**src/hdl/glzw_pkg.sv**
```systemverilog
package glzw_pkg;

    localparam int DICT_ENTRIES  = 4096;
    localparam int MAX_CODE_BITS = 12;
    localparam int DICT_LIMIT    = (DICT_ENTRIES < (1 << MAX_CODE_BITS)) ?
                                   DICT_ENTRIES : (1 << MAX_CODE_BITS);
    localparam int ADDR_W        = $clog2(DICT_ENTRIES);
    localparam int NEXT_W        = ADDR_W + 1;
    localparam int CODE_W        = 12;
    localparam int BUF_W         = 20;
    localparam int CNT_W         = 5;
    localparam int ROOT_RESET    = 8;
    localparam int LIMIT_RESET   = 16384;

    localparam logic [1:0] FN_START = 2'd0;
    localparam logic [1:0] FN_FEED  = 2'd1;
    localparam logic [1:0] FN_FETCH = 2'd2;
    localparam logic [1:0] FN_NONE  = 2'd3;

    localparam logic [2:0] ST_PIXEL = 3'd0;
    localparam logic [2:0] ST_NEED  = 3'd1;
    localparam logic [2:0] ST_END   = 3'd2;
    localparam logic [2:0] ST_OVER  = 3'd3;
    localparam logic [2:0] ST_BAD   = 3'd4;
    localparam logic [2:0] ST_OK    = 3'd5;

    localparam logic CFG_ROOT_BITS   = 1'b0;
    localparam logic CFG_PIXEL_LIMIT = 1'b1;

    typedef enum logic [3:0] {
        OP_IDLE,
        OP_START,
        OP_FEED,
        OP_POP,
        OP_CLEAR,
        OP_END,
        OP_ROOT,
        OP_DECODE,
        OP_WALK,
        OP_WALK_END,
        OP_KW_FIX,
        OP_LOAD_OUT
    } op_t;

    typedef struct packed {
        op_t        op;
        logic [2:0] status;
    } cmd_t;

    typedef struct packed {
        logic ended;
        logic stack_nonempty;
        logic at_limit;
        logic bits_short;
        logic code_clear;
        logic code_end;
        logic after_clear;
        logic code_above_roots;
        logic code_bad;
        logic feed_full;
        logic walk_start;
        logic walk_more;
        logic kw_pending;
        logic out_free;
    } flags_t;

endpackage

```
**src/hdl/glzw_ctrl.sv**
```systemverilog
module glzw_ctrl (
    input  logic                clk,
    input  logic                rst_n,
    input  logic                in_valid,
    output logic                in_stall,
    input  logic [1:0]          func,
    input  glzw_pkg::flags_t    flags,
    output glzw_pkg::cmd_t      cmd
);

    typedef enum logic [2:0] {
        S_IDLE,
        S_FETCH,
        S_WALK,
        S_WALK_END,
        S_KW,
        S_REPLY
    } state_t;

    state_t     state_reg, state_next;
    logic [2:0] reply_reg, reply_next;

    always_comb
    begin
        state_next = state_reg;
        reply_next = reply_reg;
        cmd.op     = glzw_pkg::OP_IDLE;
        cmd.status = reply_reg;
        in_stall   = (state_reg != S_IDLE);

        case (state_reg)
            S_IDLE:
            begin
                if (in_valid)
                begin
                    case (func)
                        glzw_pkg::FN_START:
                        begin
                            cmd.op     = glzw_pkg::OP_START;
                            reply_next = glzw_pkg::ST_OK;
                            state_next = S_REPLY;
                        end
                        glzw_pkg::FN_FEED:
                        begin
                            if (flags.feed_full)
                                reply_next = glzw_pkg::ST_OVER;
                            else
                            begin
                                cmd.op     = glzw_pkg::OP_FEED;
                                reply_next = glzw_pkg::ST_OK;
                            end
                            state_next = S_REPLY;
                        end
                        glzw_pkg::FN_FETCH:
                            state_next = S_FETCH;
                        default:
                        begin
                            reply_next = glzw_pkg::ST_BAD;
                            state_next = S_REPLY;
                        end
                    endcase
                end
            end
            S_FETCH:
            begin
                if (flags.ended)
                begin
                    reply_next = glzw_pkg::ST_END;
                    state_next = S_REPLY;
                end
                else if (flags.stack_nonempty)
                begin
                    if (flags.at_limit)
                        reply_next = glzw_pkg::ST_OVER;
                    else
                    begin
                        cmd.op     = glzw_pkg::OP_POP;
                        reply_next = glzw_pkg::ST_PIXEL;
                    end
                    state_next = S_REPLY;
                end
                else if (flags.bits_short)
                begin
                    reply_next = glzw_pkg::ST_NEED;
                    state_next = S_REPLY;
                end
                else if (flags.code_clear)
                    cmd.op = glzw_pkg::OP_CLEAR;
                else if (flags.code_end)
                begin
                    cmd.op     = glzw_pkg::OP_END;
                    reply_next = glzw_pkg::ST_END;
                    state_next = S_REPLY;
                end
                else if (flags.after_clear)
                begin
                    if (flags.code_above_roots)
                    begin
                        reply_next = glzw_pkg::ST_BAD;
                        state_next = S_REPLY;
                    end
                    else
                        cmd.op = glzw_pkg::OP_ROOT;
                end
                else if (flags.code_bad)
                begin
                    reply_next = glzw_pkg::ST_BAD;
                    state_next = S_REPLY;
                end
                else
                begin
                    cmd.op     = glzw_pkg::OP_DECODE;
                    state_next = flags.walk_start ? S_WALK : S_WALK_END;
                end
            end
            S_WALK:
            begin
                cmd.op = glzw_pkg::OP_WALK;
                if (!flags.walk_more)
                    state_next = S_WALK_END;
            end
            S_WALK_END:
            begin
                cmd.op     = glzw_pkg::OP_WALK_END;
                state_next = flags.kw_pending ? S_KW : S_FETCH;
            end
            S_KW:
            begin
                cmd.op     = glzw_pkg::OP_KW_FIX;
                state_next = S_FETCH;
            end
            S_REPLY:
            begin
                if (flags.out_free)
                begin
                    cmd.op     = glzw_pkg::OP_LOAD_OUT;
                    state_next = S_IDLE;
                end
            end
            default:
                state_next = S_IDLE;
        endcase
    end

    always_ff @(posedge clk or negedge rst_n)
    begin
        if (!rst_n)
        begin
            state_reg <= S_IDLE;
            reply_reg <= glzw_pkg::ST_OK;
        end
        else
        begin
            state_reg <= state_next;
            reply_reg <= reply_next;
        end
    end

endmodule

```
**config.mk**
```make
export PLATFORM = sky130hd
export DESIGN_NAME = glzw_ctrl
export DESIGN_NICKNAME = d
export VERILOG_FILES = /design/src/hdl/glzw_pkg.sv /design/src/hdl/glzw_ctrl.sv
export SDC_FILE = /design/constraint.sdc
export NUM_CORES = 1
export LEC_CHECK = 0
export BUFFER_PORTS_ARGS = -buffer_cell sky130_fd_sc_hd__buf_2
export CAP_MARGIN = 20
export CORE_MARGIN = 2
export CORE_UTILIZATION = 30
export DETAILED_ROUTE_END_ITERATION = 10
export MAX_ROUTING_LAYER = met4
export PLACE_DENSITY = 0.67
export SETUP_SLACK_MARGIN = 0.4
export SLEW_MARGIN = 10
export SYNTH_ARGS = -nofsm -noshare
export SYNTH_HDL_FRONTEND = slang
export SYNTH_SLANG_ARGS = --single-unit
export TNS_END_PERCENT = 1
```
**constraint.sdc**
```tcl
create_clock -name clk -period 3.5 [get_ports clk]
set_clock_uncertainty 0.15 [all_clocks]
set_input_delay 0.175 -clock clk [delete_from_list [all_inputs] [get_ports clk]]
set_output_delay 0.175 -clock clk [all_outputs]
set_load 0.02 [all_outputs]
```
* Yosys cells after proc, flatten, opt, wreduce, memory -nomap -nowiden
Cells that the tools add are included.
** Cells by class
- Eq/ne operators :: 14
- Muxes and demuxes :: 42
- Reduce and logical (&&, ||, !) cells :: 6
** Operator list (number)
- $mux W3 :: 25
- $mux W4 :: 7
- $pmux W4 S6 :: 1
- $pmux W3 S6 :: 1
- $ne A7 B7 Y1 const B :: 2
- $pmux W3 S3 :: 1
- $mux W2 :: 4
- $ne A2 B2 Y1 const B :: 4
- $eq A3 B2 Y1 const B :: 2
- $eq A3 B3 Y1 const B :: 2
- $pmux W3 S2 :: 1
- $reduce_and A6 Y1 :: 1
- $ne A5 B5 Y1 const B :: 1
- $reduce_and A5 Y1 :: 1
- $pmux W2 S2 :: 1
- $eq A3 B1 Y1 const B :: 1
- $logic_not A3 Y1 :: 1
- $reduce_bool A3 Y1 :: 1
- $eq A2 B1 Y1 const B :: 1
- $eq A2 B2 Y1 const B :: 1
- $logic_not A2 Y1 :: 1
- $reduce_bool A2 Y1 :: 1
- $mux W1 :: 1
** Storage, ports and cells
- Register bits :: 6
- Input port bits :: 19
- Output and inout bits :: 8
- Logic and storage cells :: 64

* Depth between registers and ports, before layout
- Depth after elaboration :: 9
- Mapped depth :: 5
- Gate-level depth less buffers :: 4

* Worst setup path before layout
No wires, ideal clock.
- Path kind :: reg2out
- Start point :: register state_reg[1]
- End point :: output port cmd[4] (netlist name)
- Arrival :: 1502 ps
- Data required time :: 3175 ps
- Slack :: 1673 ps
- Stages on the path, launching flop included :: 4
- Path buffers :: 0
- Path through :: dfrtp_1 or3_1 nand3b_1 o221ai_1
** RTL lines
- start: declaration :: line glzw_ctrl.sv:20 : state_t state_reg, state_next;
- start signal: assignment :: line glzw_ctrl.sv:154 : state_reg <= state_next;
- end: declaration :: line glzw_ctrl.sv:8 : output glzw_pkg::cmd_t cmd

==> metrics <==
asr flop ratio synth 100%; Residual DRC 0; ANT nets after route 0; io pins 27; crit end category primary output; EDFF count, synth 0; per-cell routed wire length approximately 13 um; Multi-input gate area 427 um^2; TritonCTS Sinks 6; Final Hold Vio Count 0; top post-synthesis cells by area dfrtp_1, dfstp_2, mux2_2, nor2_1, nand2b_1; met2 routed WL between 700 and 800 um; Static Leak between 0.3 and 0.4 nW; Post-Place Cells ~120; Die Wd 49.1 um; Final TNS setup 0 ns; Synth Register Bits 6; TritonCTS clock tree yes; startpoint types register; input/output buffers 26; worst vdd ir 423 uV; clock latency on the worst-skew pair 0.24 ns; met3 wire len between 90 and 100 um; final setup fails 0; Crit Path Class register to primary output; first-pass GRT wire length around 2600 um; register area 153 um^2; Arrival @ worst endpoint about 1.8 ns; mapped cell area 611 um^2; 1st-iter DRT viols 7; Global Route Usage Sum about 14%; RSZ-0062 raised after global routing no; share of the yosys chip area belonging to registers around 25%; final period utilization 61.4%; clock buffer count from CTS 3; Setup WS pre-CTS between 1.5 and 2 ns; layout cells sized above 1 around two fifths; vias in the first global route between 600 and 700; root buffer cell clkbuf_4; Hold Crit Class input port to register; Met1 Wirelength about 760 um; initial core utilization 31.4%; Max Cap Viol 0; Final min period around 2.1 ns; Clk pin slew, worst setup/hold paths around 0.050 ns; pin count of the biggest net entering global routing 14; # Post-CTS Setup Buffers 0; cell taking the most area after synthesis dfrtp_1; setup ws final 1.35 ns; Layout Nets between 100 and 150; Max Fanout on Critical Path 11; CORE AREA roughly 1900 um^2; die area roughly 2400 um^2; Layout Area Growth over Synthesis 29.5%; Pre-Repair DR Iteration Count 4; commonest cells after routing, fill and taps aside buf_2, nor2_1, nand2_1; Slew Limit Fails 0; Filler Cell Count between 200 and 250; Detailed Place HPWL 1290 um; antenna violations before repair 0; commonest non-fill, non-tap cell in the layout buf_2; status completed; Yosys cell types 33; worst hold slack between 0.1 and 0.15 ns; worst endpoint required time 3.17 ns; areal power density over the cells approximately 670 nW/um^2; Final Non-Filler Cells ~130; vias between 600 and 700; Overflow after GRT 0; Post-Route WL approximately 1600 um; utilization after layout 40.7%; Placement Rows 16; Mapped Cells 74; routability cong. approximately 0.85; ys flop type dfrtp_1; Ys Warns 0; # diodes 0; Yosys top cell area share 16.4%; Top Metal Used met3; CTS H-tree depth 1; drt via density about 5.2; max frequency 466 MHz; Max-Slew Margin vs Limit just under 70%; syn avg cell area ~8.3 um^2; Least-Margin Pin Slew 0.453 ns; CTS Buffer Depth 2; die span in y 49.1 um; Post-Syn Nets between 90 and 100
area by class of cell:
cell class / instances / share of cell area [%]
Tap cell: 27 / 4.27
Inverter: 3 / 1.42
Sequential cell: 6 / 19.3
Timing Repair Buffer: 27 / 17.7
Clock buffer: 4 / 3.32
Multi-Input combinational cell: 61 / 54.0
per-stage QoR:
step	cell area (um^2)	total power [mW]
finish	791	0.528
detailed placement	754	0.458
global placement	754	0.453
global route	791	0.567
CTS	791	0.529
floorplan	611	0.378
cells by family (layout without fill, tap and decap cells):
kind of cell | after synthesis | count (layout) | synth area share [%]
multiplexers | 6 | 6 | 10.7
flip-flops | 6 | 6 | 25.0
AO/OA/AOI/OAI | 22 | 22 | 27.9
AND/OR/NAND/NOR | 33 | 33 | 31.4
buffers and inverters | 7 | 34 | 5.12
cell usage after synthesis, types with 2 or more instances:
master and n:
mux2i_1 2, o41ai_1 2, inv_1 3, nand2b_1 4, a21oi_1 3, or3_1 3, o21ai_0 3, nor2b_1 3
dfrtp_1 4, nor2_1 10, mux2_2 4, buf_2 4, nor3_1 2, nand2_1 6, nand3b_1 2, dfstp_2 2
routing by layer:
layer / up-vias / global-route usage [%]
li1: 334 / -
met1: 315 / 18.8
met2: 19 / 20.7
met3: 0 / 4.29
met4: 0 / 3.33
met5: - / -
power breakdown:
part           internal [mW]  total (mW)  switching [mW]
clock                 0.0433      0.0693          0.0260
combinational          0.145       0.306           0.161
sequential             0.108       0.152          0.0444
total                  0.296       0.528           0.232
path summary, 6_finish.rpt:
path,startpoint,to,slack (ns),cells after the start
min in group asynchronous,rst_n,state_reg[1],0.14,2
worst max-delay path,state_reg[2],cmd[3],1.35,5
worst max register to register,state_reg[1],state_reg[0],1.51,4
max in group asynchronous,rst_n,reply_reg[0],2.84,2
worst min register to register,reply_reg[1],reply_reg[1],0.35,1
worst min-delay path,flags[0],state_reg[2],0.11,3
worst max-delay path: stages (launching register included):
cell and delay, ns:
dfrtp_1 0.51, or3_1 0.48, nand3b_1 0.20, nor2_1 0.11
a221o_1 0.12, buf_2 0.16
what timing repair did:
item | 4_1_cts | 5_1_grt
hold buffers | 1 | 0
hold endpoints to repair | 6 | 0
resized for setup | 0 | 0
Note: power is estimated with default switching activity, not from simulation.
